--- config.mk ---
export PLATFORM = sky130hd
export DESIGN_NAME = rms_norm_row
export DESIGN_NICKNAME = d
export VERILOG_FILES = /design/src/design/rnr_pkg.sv /design/src/design/rms_norm_row.sv
export SDC_FILE = /design/constraint.sdc
export NUM_CORES = 2
export LEC_CHECK = 0
export BUFFER_PORTS_ARGS = -buffer_cell sky130_fd_sc_hd__buf_4
export CORE_MARGIN = 2
export CORE_UTILIZATION = 46
export CTS_CLUSTER_DIAMETER = 120
export CTS_CLUSTER_SIZE = 14
export DETAILED_ROUTE_END_ITERATION = 10
export SLEW_MARGIN = 20
export SYNTH_ARGS = -nofsm -noshare
export SYNTH_HDL_FRONTEND = slang
export SYNTH_SLANG_ARGS = --single-unit
--- constraint.sdc ---
create_clock -name clk_i -period 28.7 [get_ports clk_i]
set_input_delay 5.74 -clock clk_i [delete_from_list [all_inputs] [get_ports clk_i]]
set_output_delay 5.74 -clock clk_i [all_outputs]
set_load 0.01 [all_outputs]
--- src/design/rnr_pkg.sv ---
// ----------------------------------------------------------------------------
// rnr_pkg: shared types and constants for the RMS row normalizer
// Field widths, fixed-point formats, sequencer states and command codes.
// ----------------------------------------------------------------------------
package rnr_pkg;

  // Row length limit and the element counter that must hold it
  localparam int MaxHidden = 4096;
  localparam int CntW      = $clog2(MaxHidden + 1);

  // Request and result field widths
  localparam int ActW = 16;  // activation, signed Q4.12
  localparam int WgtW = 16;  // weight, signed Q2.14
  localparam int OutW = 16;  // normalized output, signed Q4.12
  localparam int EpsW = 16;  // epsilon, units of 2^-24

  localparam logic [EpsW-1:0] EpsReset = EpsW'(17);

  // Datapath widths
  localparam int SumW   = 43;  // sum of squares, unsigned Q19.24
  localparam int ProdW  = 31;  // |a| * |b| of two 16-bit operands
  localparam int ScaleW = 32;  // row scale, unsigned Q12.20
  localparam int MagW   = ProdW + ScaleW;  // product times scale
  localparam int MeanW  = 31;  // mean + epsilon stays below 2^31
  localparam int QuoW   = 64;  // floor(2^64 / m)
  localparam int RemW   = 35;  // partial remainder of divide and root
  localparam int UnitW  = RemW + 1;  // shared subtractor operand width

  // Iteration counts of the shared unit
  localparam int MeanSteps  = SumW;
  localparam int RecipSteps = QuoW + 1;
  localparam int RootSteps  = ScaleW;
  localparam int StepW      = $clog2(RecipSteps);

  // Output rounding and saturation
  localparam int RndW     = 64;
  localparam int RndShift = 34;
  localparam int RW       = RndW - RndShift;
  localparam logic [RW-1:0] SatPos = RW'(32767);
  localparam logic [RW-1:0] SatNeg = RW'(32768);

  typedef enum logic {
    CMD_ACC  = 1'b0,
    CMD_NORM = 1'b1
  } cmd_e;

  typedef enum logic [3:0] {
    ST_IDLE,
    ST_MUL,
    ST_SCALE,
    ST_ACC,
    ST_DIV_MEAN,
    ST_MEAN_ADD,
    ST_DIV_RECIP,
    ST_ROOT,
    ST_OUT
  } state_e;

endpackage

--- src/design/rms_norm_row.sv ---
// ----------------------------------------------------------------------------
// rms_norm_row: RMS normalization of one row, two passes
// Accumulate requests sum activation squares; the last one of a row derives
// the row scale 1/sqrt(mean + epsilon). Normalize requests then return
// activation * scale * weight, rounded and saturated to Q4.12.
// ----------------------------------------------------------------------------
//
//  Channel  | Handshake                 | Payload
//  ---------+---------------------------+------------------------------------
//  in       | in_valid_i / in_stall_o   | command, activation, weight,
//           |                           | row_end
//  out      | out_valid_o / out_stall_i | normalized, row_last, error
//  cfg      | cfg_we_i                  | cfg_wdata_i (epsilon)
//
//  An accumulate request passes the states MUL and ACC, a normalize request
//  MUL, SCALE and OUT; the single multiplier is used once per accumulate and
//  twice per normalize.
//  An accumulate request with row_end runs up to three phases on the shared
//  subtractor: 43 divide steps for the mean, 65 for 2^64 / (mean + epsilon)
//  and 32 root steps, one step per cycle; empty or overflowed rows run none.
//  Reset clears the sums, the counter and the scale and loads epsilon = 17.
//  A stalled result sits in the output register; the next request is taken
//  meanwhile and a new normalize result waits in its last state until the
//  output register frees.
//
module rms_norm_row (
  input  logic                              clk_i,
  input  logic                              rst_ni,
  // request channel
  input  logic                              in_valid_i,
  output logic                              in_stall_o,
  input  logic                              command_i,
  input  logic signed [rnr_pkg::ActW-1:0]   activation_i,
  input  logic signed [rnr_pkg::WgtW-1:0]   weight_i,
  input  logic                              row_end_i,
  // result channel
  output logic                              out_valid_o,
  input  logic                              out_stall_i,
  output logic signed [rnr_pkg::OutW-1:0]   normalized_o,
  output logic                              row_last_o,
  output logic                              error_o,
  // epsilon register
  input  logic                              cfg_we_i,
  input  logic [rnr_pkg::EpsW-1:0]          cfg_wdata_i
);

  rnr_pkg::state_e state_q, state_d;

  // Captured request
  rnr_pkg::cmd_e                     cmd_q;
  logic signed [rnr_pkg::ActW-1:0]   act_q;
  logic signed [rnr_pkg::WgtW-1:0]   wgt_q;
  logic                              row_end_q;

  // Architectural row state
  logic [rnr_pkg::EpsW-1:0]   eps_q;
  logic [rnr_pkg::SumW-1:0]   sum_q, sum_d;      // also the mean quotient
  logic [rnr_pkg::CntW-1:0]   count_q, count_d;
  logic [rnr_pkg::ScaleW-1:0] scale_q, scale_d;  // also the root accumulator
  logic                       scale_valid_q, scale_valid_d;
  logic                       ovf_q, ovf_d;

  // Iteration registers
  logic [rnr_pkg::MeanW-1:0]  m_q, m_d;
  logic [rnr_pkg::QuoW-1:0]   quo_q, quo_d;
  logic [rnr_pkg::RemW-1:0]   rem_q, rem_d;
  logic [rnr_pkg::StepW-1:0]  step_q, step_d;

  // Multiplier result and product sign
  logic [rnr_pkg::MagW-1:0]   mul_q, mul_d;
  logic                       neg_q, neg_d;

  // Output register
  logic                              out_valid_q, out_valid_d;
  logic signed [rnr_pkg::OutW-1:0]   out_norm_q, out_norm_d;
  logic                              out_last_q, out_last_d;
  logic                              out_err_q, out_err_d;

  // Shared multiplier
  logic [rnr_pkg::ActW-1:0]   abs_act, abs_wgt;
  logic [rnr_pkg::ProdW-1:0]  mul_a;
  logic [rnr_pkg::ScaleW-1:0] mul_b;
  logic [rnr_pkg::MagW-1:0]   mul_res;

  // Shared subtractor
  logic [rnr_pkg::UnitW-1:0]  sub_a, sub_b;
  logic [rnr_pkg::UnitW:0]    sub_diff;
  logic                       sub_ge;
  logic [rnr_pkg::RemW-1:0]   sub_rem;

  // Accumulate and rounding helpers
  logic [rnr_pkg::SumW-1:0]   sum_add;
  logic [rnr_pkg::CntW-1:0]   count_add;
  logic [rnr_pkg::MeanW-1:0]  m_new;
  logic [rnr_pkg::RndW-1:0]   rnd_sum;
  logic [rnr_pkg::RW-1:0]     rnd_mag, rnd_lim;
  logic                       accept, out_free;

  assign accept   = in_valid_i && (state_q == rnr_pkg::ST_IDLE);
  assign out_free = !out_valid_q || !out_stall_i;

  assign in_stall_o   = (state_q != rnr_pkg::ST_IDLE);
  assign out_valid_o  = out_valid_q;
  assign normalized_o = out_norm_q;
  assign row_last_o   = out_last_q;
  assign error_o      = out_err_q;

  // Magnitudes; the most negative code becomes 32768 as unsigned
  assign abs_act = act_q[rnr_pkg::ActW-1] ? rnr_pkg::ActW'(-act_q) : rnr_pkg::ActW'(act_q);
  assign abs_wgt = wgt_q[rnr_pkg::WgtW-1] ? rnr_pkg::WgtW'(-wgt_q) : rnr_pkg::WgtW'(wgt_q);

  // First pass: |a|*|a| or |a|*|w|; second pass: product times row scale
  always_comb begin
    if (state_q == rnr_pkg::ST_SCALE) begin
      mul_a = mul_q[rnr_pkg::ProdW-1:0];
      mul_b = scale_q;
    end else begin
      mul_a = rnr_pkg::ProdW'(abs_act);
      mul_b = (cmd_q == rnr_pkg::CMD_ACC) ? rnr_pkg::ScaleW'(abs_act)
                                          : rnr_pkg::ScaleW'(abs_wgt);
    end
  end

  assign mul_res = rnr_pkg::MagW'(mul_a) * rnr_pkg::MagW'(mul_b);

  // Subtractor operands: divide steps shift in one dividend bit, root steps
  // shift in two radicand bits and try 4*root + 1
  always_comb begin
    unique case (state_q)
      rnr_pkg::ST_DIV_MEAN: begin
        sub_a = {rem_q, sum_q[rnr_pkg::SumW-1]};
        sub_b = rnr_pkg::UnitW'(count_q);
      end
      rnr_pkg::ST_DIV_RECIP: begin
        // the dividend 2^64 is a one followed by zeros
        sub_a = {rem_q, (step_q == rnr_pkg::StepW'(rnr_pkg::RecipSteps - 1))};
        sub_b = rnr_pkg::UnitW'(m_q);
      end
      rnr_pkg::ST_ROOT: begin
        sub_a = {rem_q[rnr_pkg::RemW-2:0], quo_q[rnr_pkg::QuoW-1 -: 2]};
        sub_b = rnr_pkg::UnitW'({scale_q, 2'b01});
      end
      default: begin
        sub_a = '0;
        sub_b = '0;
      end
    endcase
  end

  assign sub_diff = {1'b0, sub_a} - {1'b0, sub_b};
  assign sub_ge   = !sub_diff[rnr_pkg::UnitW];
  assign sub_rem  = sub_ge ? sub_diff[rnr_pkg::RemW-1:0] : sub_a[rnr_pkg::RemW-1:0];

  assign sum_add   = sum_q + rnr_pkg::SumW'(mul_q[rnr_pkg::ProdW-1:0]);
  assign count_add = count_q + rnr_pkg::CntW'(1);
  assign m_new     = rnr_pkg::MeanW'(sum_q[rnr_pkg::MeanW-1:0]) + rnr_pkg::MeanW'(eps_q);

  // Round to nearest, ties away from zero, on the magnitude; then saturate
  assign rnd_sum = rnr_pkg::RndW'(mul_q) + (rnr_pkg::RndW'(1) << (rnr_pkg::RndShift - 1));
  assign rnd_mag = rnd_sum[rnr_pkg::RndW-1:rnr_pkg::RndShift];

  always_comb begin
    if (neg_q) begin
      rnd_lim = (rnd_mag > rnr_pkg::SatNeg) ? rnr_pkg::SatNeg : rnd_mag;
    end else begin
      rnd_lim = (rnd_mag > rnr_pkg::SatPos) ? rnr_pkg::SatPos : rnd_mag;
    end
  end

  // Sequencer and datapath next state
  always_comb begin
    state_d       = state_q;
    sum_d         = sum_q;
    count_d       = count_q;
    scale_d       = scale_q;
    scale_valid_d = scale_valid_q;
    ovf_d         = ovf_q;
    m_d           = m_q;
    quo_d         = quo_q;
    rem_d         = rem_q;
    step_d        = step_q;
    mul_d         = mul_q;
    neg_d         = neg_q;
    out_valid_d   = out_valid_q && out_stall_i;
    out_norm_d    = out_norm_q;
    out_last_d    = out_last_q;
    out_err_d     = out_err_q;

    unique case (state_q)
      rnr_pkg::ST_IDLE: begin
        if (accept) begin
          state_d = rnr_pkg::ST_MUL;
        end
      end

      rnr_pkg::ST_MUL: begin
        mul_d   = mul_res;
        neg_d   = act_q[rnr_pkg::ActW-1] ^ wgt_q[rnr_pkg::WgtW-1];
        state_d = (cmd_q == rnr_pkg::CMD_ACC) ? rnr_pkg::ST_ACC : rnr_pkg::ST_SCALE;
      end

      rnr_pkg::ST_SCALE: begin
        mul_d   = mul_res;
        state_d = rnr_pkg::ST_OUT;
      end

      rnr_pkg::ST_ACC: begin
        // drop elements past the row limit and flag the row
        if (count_q >= rnr_pkg::CntW'(rnr_pkg::MaxHidden)) begin
          ovf_d = 1'b1;
        end else begin
          sum_d   = sum_add;
          count_d = count_add;
        end
        state_d = rnr_pkg::ST_IDLE;
        if (row_end_q) begin
          if (ovf_d || (count_d == '0)) begin
            scale_d       = '0;
            scale_valid_d = 1'b0;
            sum_d         = '0;
            count_d       = '0;
            ovf_d         = 1'b0;
          end else begin
            rem_d   = '0;
            step_d  = rnr_pkg::StepW'(rnr_pkg::MeanSteps - 1);
            state_d = rnr_pkg::ST_DIV_MEAN;
          end
        end
      end

      rnr_pkg::ST_DIV_MEAN: begin
        rem_d  = sub_rem;
        sum_d  = {sum_q[rnr_pkg::SumW-2:0], sub_ge};
        step_d = step_q - rnr_pkg::StepW'(1);
        if (step_q == '0) begin
          state_d = rnr_pkg::ST_MEAN_ADD;
        end
      end

      rnr_pkg::ST_MEAN_ADD: begin
        m_d     = m_new;
        sum_d   = '0;
        count_d = '0;
        ovf_d   = 1'b0;
        if (m_new <= rnr_pkg::MeanW'(1)) begin
          // scale saturates when mean + epsilon is 0 or 1
          scale_d       = '1;
          scale_valid_d = 1'b1;
          state_d       = rnr_pkg::ST_IDLE;
        end else begin
          rem_d   = '0;
          quo_d   = '0;
          step_d  = rnr_pkg::StepW'(rnr_pkg::RecipSteps - 1);
          state_d = rnr_pkg::ST_DIV_RECIP;
        end
      end

      rnr_pkg::ST_DIV_RECIP: begin
        rem_d  = sub_rem;
        quo_d  = {quo_q[rnr_pkg::QuoW-2:0], sub_ge};
        step_d = step_q - rnr_pkg::StepW'(1);
        if (step_q == '0) begin
          rem_d         = '0;
          scale_d       = '0;
          scale_valid_d = 1'b0;
          step_d        = rnr_pkg::StepW'(rnr_pkg::RootSteps - 1);
          state_d       = rnr_pkg::ST_ROOT;
        end
      end

      rnr_pkg::ST_ROOT: begin
        rem_d   = sub_rem;
        scale_d = {scale_q[rnr_pkg::ScaleW-2:0], sub_ge};
        quo_d   = {quo_q[rnr_pkg::QuoW-3:0], 2'b00};
        step_d  = step_q - rnr_pkg::StepW'(1);
        if (step_q == '0) begin
          scale_valid_d = 1'b1;
          state_d       = rnr_pkg::ST_IDLE;
        end
      end

      rnr_pkg::ST_OUT: begin
        // hold here until the output register can take the result
        if (out_free) begin
          out_valid_d = 1'b1;
          out_last_d  = row_end_q;
          out_err_d   = !scale_valid_q;
          if (!scale_valid_q) begin
            out_norm_d = '0;
          end else if (neg_q) begin
            out_norm_d = rnr_pkg::OutW'(-rnd_lim);
          end else begin
            out_norm_d = rnr_pkg::OutW'(rnd_lim);
          end
          state_d = rnr_pkg::ST_IDLE;
        end
      end

      default: begin
        state_d = rnr_pkg::ST_IDLE;
      end
    endcase
  end

  // Control and row state
  always_ff @(posedge clk_i or negedge rst_ni) begin
    if (!rst_ni) begin
      state_q       <= rnr_pkg::ST_IDLE;
      eps_q         <= rnr_pkg::EpsReset;
      sum_q         <= '0;
      count_q       <= '0;
      scale_q       <= '0;
      scale_valid_q <= 1'b0;
      ovf_q         <= 1'b0;
      out_valid_q   <= 1'b0;
    end else begin
      state_q       <= state_d;
      sum_q         <= sum_d;
      count_q       <= count_d;
      scale_q       <= scale_d;
      scale_valid_q <= scale_valid_d;
      ovf_q         <= ovf_d;
      out_valid_q   <= out_valid_d;
      if (cfg_we_i) begin
        eps_q <= cfg_wdata_i;
      end
    end
  end

  // Payload registers
  always_ff @(posedge clk_i) begin
    if (accept) begin
      cmd_q     <= rnr_pkg::cmd_e'(command_i);
      act_q     <= activation_i;
      wgt_q     <= weight_i;
      row_end_q <= row_end_i;
    end
    m_q        <= m_d;
    quo_q      <= quo_d;
    rem_q      <= rem_d;
    step_q     <= step_d;
    mul_q      <= mul_d;
    neg_q      <= neg_d;
    out_norm_q <= out_norm_d;
    out_last_q <= out_last_d;
    out_err_q  <= out_err_d;
  end

endmodule
======== After elaboration in Yosys (flattened, before gate mapping) ========
Cells that the tools add are included.
word-level totals
  memories ................................ 0
  output and inout port bits .............. 20
  input port bits ......................... 55
  ROM bits ................................ 0
  bits in latches ......................... 0
  flip-flop bits (word level) ............. 364
  logic and storage cells ................. 141
  RAM bits ................................ 0
operators by class
  eq/ne operators ......................... 19
  shift operators ......................... 0
  reductions and logical operators ........ 25
  magnitude comparators ................... 4
  add/sub/neg operators ................... 9
  bitwise logic cells ..................... 1
  multiplexer cells ....................... 61
  div/mod/pow operators ................... 0
  multipliers ............................. 1
operators with widths
  cell                      number
  $pmux W64 S3              1
  $mux W35                  5
  $mux W32                  5
  $pmux W35 S4              1
  $mux W43                  3
  $pmux W43 S3              1
  $pmux W32 S4              1
  $mux W16                  7
  $pmux W36 S3              1
  $pmux W34 S3              1
  $add A63 B34 Y64 const B  1
  $mux W64                  1
  $mul A31 B32 Y63          1
  $mux W13                  4
  $neg A16 Y16              3
  $add A43 B31 Y43          1
  $sub A36 B36 Y37          1
  $pmux W4 S9               1
  $add A31 B16 Y31          1
  $le A31 B1 Y1 const B     1
  $mux W31                  1
  $gt A30 B15 Y1 const B    1
  $gt A30 B16 Y1 const B    1
  $mux W7                   4
  31 further kinds          72

======== Logic depth before layout (Yosys ltp) ========
  depth after elaboration ................. 8
  depth in mapped cells ................... 41
  mapped depth without buffers ............ 40

======== Least setup slack after synthesis ========
Ideal clock, no wire load.
  path type ............................... register to register
  start point ............................. register eps_q[0] (netlist bit)
  end point ............................... register rem_q[0] (netlist bit) (enable)
  path buffers ............................ 0
  setup time .............................. 667 ps
  period minus slack after synthesis ...... 10390 ps
  setup slack ............................. 18310 ps
  data arrival time ....................... 9723 ps
  cell stages (with the launch flop) ...... 16
  data required time ...................... 28033 ps
  path through ............................ dfstp_2 -> ha_1 -> inv_1 -> fa_1 -> nor2b_1 -> o21ai_2 -> a21boi_2 -> o211ai_2 -> a211oi_1 -> a211oi_2 -> nor4_2 -> mux2i_1 -> nor4_4 -> o2111ai_4 -> nor3_1 -> a2111oi_0
between the ends
  word-level cells in the longest chain between the ends .. 4
ends and longest elaborated chain
  item                                line                 source
  start: declaration                  rms_norm_row.sv:56   logic [rnr_pkg::EpsW-1:0] eps_q;
  start signal: assignment            rms_norm_row.sv:309  eps_q <= rnr_pkg::EpsReset;
  start signal: assignment            rms_norm_row.sv:325  eps_q <= cfg_wdata_i;
  $add A31 B16 Y31                    rms_norm_row.sv:156  assign m_new = rnr_pkg::MeanW'(sum_q[rnr_pkg::MeanW-1:0]) + rnr_pkg::MeanW'(eps_q);
  $le A31 B1 Y1                       rms_norm_row.sv:245  if (m_new <= rnr_pkg::MeanW'(1)) begin
  $ne A2 B2 Y1 (no source line)       -
  $reduce_and A4 Y1 (no source line)  -
  end signal: assignment              rms_norm_row.sv:340  rem_q <= rem_d;
  end: declaration                    rms_norm_row.sv:66   logic [rnr_pkg::RemW-1:0] rem_q, rem_d;
Every way passes these cells.
A chain may end at the register's enable or synchronous reset.

======== Worst setup path after layout ========
  start point ............................. register state_q[1]
  end point ............................... register mul_q[62] (netlist bit) (data pin)
between the ends
  word-level cells in the longest chain between the ends .. 3
  elaborated cells between the ends (all ways) .. 4
  those cells by class .................... mul (1); eq/ne (1); mux (2)
ends and longest elaborated chain
  item                                  line                 source
  start: declaration                    rms_norm_row.sv:47   rnr_pkg::state_e state_q, state_d;
  start signal: assignment              rms_norm_row.sv:308  state_q <= rnr_pkg::ST_IDLE;
  start signal: assignment              rms_norm_row.sv:317  state_q <= state_d;
  $eq A4 B2 Y1 (*)                      rms_norm_row.sv:114  if (state_q == rnr_pkg::ST_SCALE) begin
  $mux W31 or $mux W32 (tied branches)  rms_norm_row.sv:114
  $mul A31 B32 Y63 (*)                  rms_norm_row.sv:124  assign mul_res = rnr_pkg::MagW'(mul_a) * rnr_pkg::MagW'(mul_b);
  net mul_res, one bit                  rms_norm_row.sv:83   logic [rnr_pkg::MagW-1:0] mul_res;
  end signal: assignment                rms_norm_row.sv:342  mul_q <= mul_d;
  end: declaration                      rms_norm_row.sv:70   logic [rnr_pkg::MagW-1:0] mul_q, mul_d;
Mark *: on every way through the listed nets, which the timed path passes. The rest lies on a longest branch.

==> summary.txt <==
Placement
  • Placement Cell Area: ~56,000 sq um
  • Pre-CTS setup slack: ~17 ns
  • Estimated wirelength of the detail-placed design: about 120 mm
  • Placed Cells: 7,066
  • GPL Wtd Cong: 0.938
  • IO buf count: 74

Status
  • Status: finished, final reports clean

Setup path
  • Req. time, crit path: 29.05 ns
  • CP max stage delay: 0.72 ns
  • Peak fanout along the critical path: 97
  • Type of the worst setup path: flop to flop
  • Crit-path slowest cell: buf_4
  • Worst Path Arrival: 12.40 ns
  • Critical path startpoint category: flop
  • Worst Setup End Kind: flop
  • Cell mode on critical path: fa_1

Die
  • Die W: 346 um
  • Row count: 125
  • Initial Util: 46.3%
  • Core ar.: 116,000 sq um
  • I/O pin cnt: 75
  • Total Die Area: 120,000 sq um
  • DIE HEIGHT: 346 um

Route
  • DR DRC count: 0
  • Antenna-violating nets left: 0
  • Vias: 41,100
  • M1 WL: 70.7 mm
  • Initial DRT Pass Iterations: 5
  • Met2 routed WL: 75.0 mm
  • Met3 wire length: around 13 mm
  • DR WL/cell: 23.1 um
  • Via density: 5.77
  • Top Metal Used: met4
  • Initial drt markers: 3,581
  • WL final: 165 mm

Logic synthesis
  • Number of synthesized flops with an enable pin: roughly 250
  • Area contributors post-synth: fa_1 32%, edfxtp_1 14%, ha_1 8.0%
  • Post-Syn Area: 53,700 sq um
  • Sequential cell area fraction in the yosys report: about a fifth
  • Yosys warns: 0
  • Synth Register Bits: 362
  • Share of Yosys cell area claimed by the top area cell type: between 30 and 40%
  • Mean post-synth cell area: 9.43 sq um
  • Area leader, netlist: fa_1
  • Syn Inst Count: about 5,700
  • Yosys cell types: 99
  • Share of flip-flops with an asynchronous set or reset: 30.7%
  • Main flop type after synthesis: edfxtp_1
  • Mapped Nets: 6,966

Clock network
  • Max Buffers Root-to-Sink: 3
  • Max H-tree Level: 2
  • Insertion delay to the later sink of the worst-skew pair: 0.62 ns
  • Total CTS buffers: 35
  • # hold bufs at CTS: 0
  • Post-cts sizing count: 0
  • Post-CTS Setup Bufs: 0
  • CTS tree: done
  • Sink Count: between 300 and 400
  • CTS Root Cell: clkbuf_16
  • Worst-path clk slew: 0.08 ns

GRT
  • First-pass GRT wire length: 256 mm
  • Initial antenna violation count: 4
  • Gr ovfl total: 0
  • Largest net degree at the start of global routing: 98
  • Tot GR Track Use: 27.7%
  • Vias in the first global route: 41,900

Timing
  • Fmax: 0.0830 GHz
  • Total Negative Setup Slacks: 0 ns
  • Period utilization: 42.0%
  • Worst slew pin tran: roughly 1.2 ns
  • Max-slew violations: 0
  • Rel. slew slack: about 21%
  • Setup Skew: 0.0534 ns
  • Setup ws final: 16.65 ns
  • Final Hold Vio Count: 0
  • RSZ-0062 raised after global routing: no
  • Min Clock Period, post-route: 12.05 ns
  • Final setup fails: 0

Finish
  • Final non-filler cell area: 56,800 sq um
  • Number of fill cells: about 11,000
  • Most common cell after layout, fill and taps aside: inv_1
  • Fin cells: 7,133
  • Fin nets: 6,848
  • Synthesis-to-finish area growth: 5.78%
  • Share of cells above drive strength 1: between 6 and 7%
  • Commonest cells after routing, fill and taps aside: 889 x inv_1, 869 x fa_1, 737 x nand2_1

Job
  • Max Cap Viol: 0

Hold path
  • Hold/Removal Path Class: flop to flop
## layout make-up
class / count / area, sq um / area share [%]
multi-input cells: 4112 / 38800 / 68.4
flip-flops and latches: 362 / 10300 / 18.2
inverters: 891 / 3340 / 5.89
well taps: 1524 / 1910 / 3.36
repair buffers: 178 / 1360 / 2.39
clock buffers: 56 / 966 / 1.70
clock inverters: 8 / 82.6 / 0.145
diodes: 2 / 5.00 / 0.00881
## metal layers
metal | vias up | GRT usage, %
met5 | - | 0
met4 | 0 | 9.02
met3 | 300 | 4.53
met2 | 1645 | 44.1
met1 | 20800 | 38.6
li1 | 18400 | -
## critical path, delay by kind of cell, from the launching register on
family                     cells  cell delay (ns)
adders and majority gates      9             4.39
buffers and inverters         11             3.41
AOI/OAI and AO/OA              9             2.36
and+or+nand+nor                6             1.12
DFF                            1             0.32
## worst paths after layout
path                            start         end  slack (ns)  cells after the start
max                        state_q[1]   mul_q[62]       16.65                     35
min                          eps_q[2]    eps_q[2]        0.52                      1
max reg2reg                state_q[1]   mul_q[62]       16.65                     35
min reg2reg                  eps_q[2]    eps_q[2]        0.52                      1
max in group asynchronous      rst_ni  scale_q[5]       22.14                      2
min in group asynchronous      rst_ni    sum_q[0]        5.16                      1
## registers in the layout, indices dropped and copies added, names as in the netlist
name / flops
state_q: 4
out_valid_o: 1
sum_q: 43
normalized_o: 16
eps_q: 16
act_q: 16
error_o: 1
neg_q: 1
cmd_q: 1
wgt_q: 16
quo_q: 64
row_last_o: 1
m_q: 31
scale_valid_q: 1
ovf_q: 1
scale_q: 32
row_end_q: 1
mul_q: 61
count_q: 13
rem_q: 35
step_q: 7
## metrics by stage
step                      hold WS, ns  util (%)
after floorplan                 0.465         -
after global placement          0.502      48.0
after detailed placement        0.510      48.0
after CTS                       0.528      48.9
after global routing            0.536      49.0
final                           0.521      49.0
## cell usage after synthesis, types with 7 or more instances
library cell	n
buf_1	16
or2_2	19
o31ai_1	19
a221oi_1	13
nand3_1	86
and2_0	8
and2_1	51
a311oi_1	9
inv_1	889
and3_1	344
nand2b_1	57
a211o_1	7
xnor2_1	111
or4_1	10
nor3_1	43
a31oi_1	26
ha_1	344
o21ai_0	154
o21a_1	36
clkbuf_1	300
or3_1	22
a21oi_1	141
nor2b_1	26
o21ai_1	10
edfxtp_1	251
a21o_1	70
dfrtp_1	109
a211oi_1	24
o22ai_1	9
nor2_1	337
o211ai_1	10
o21bai_1	20
fa_1	869
a2bb2oi_2	30
xor2_1	82
nand2_1	738
mux2i_1	66
nor4_1	19
nand4_1	18
buf_2	9
a22o_1	98
a22oi_1	48
mux2_2	18
o311ai_0	15
## cell families (layout without fill, tap and decap cells)
kind of cell	after synthesis	after routing	synth area share, %
simple gates	1809	1809	16.0
buf+inv	1224	1133	8.65
fa+ha+maj	1213	1213	40.4
compound gates	813	813	11.0
flops	362	362	19.2
xor+xnor	193	193	3.15
mux	84	84	1.61
other cells	0	2	0
Power is left out: the tool's default activity adds up to more than one toggle a clock period on the data nets, which glitch-free logic cannot reach.
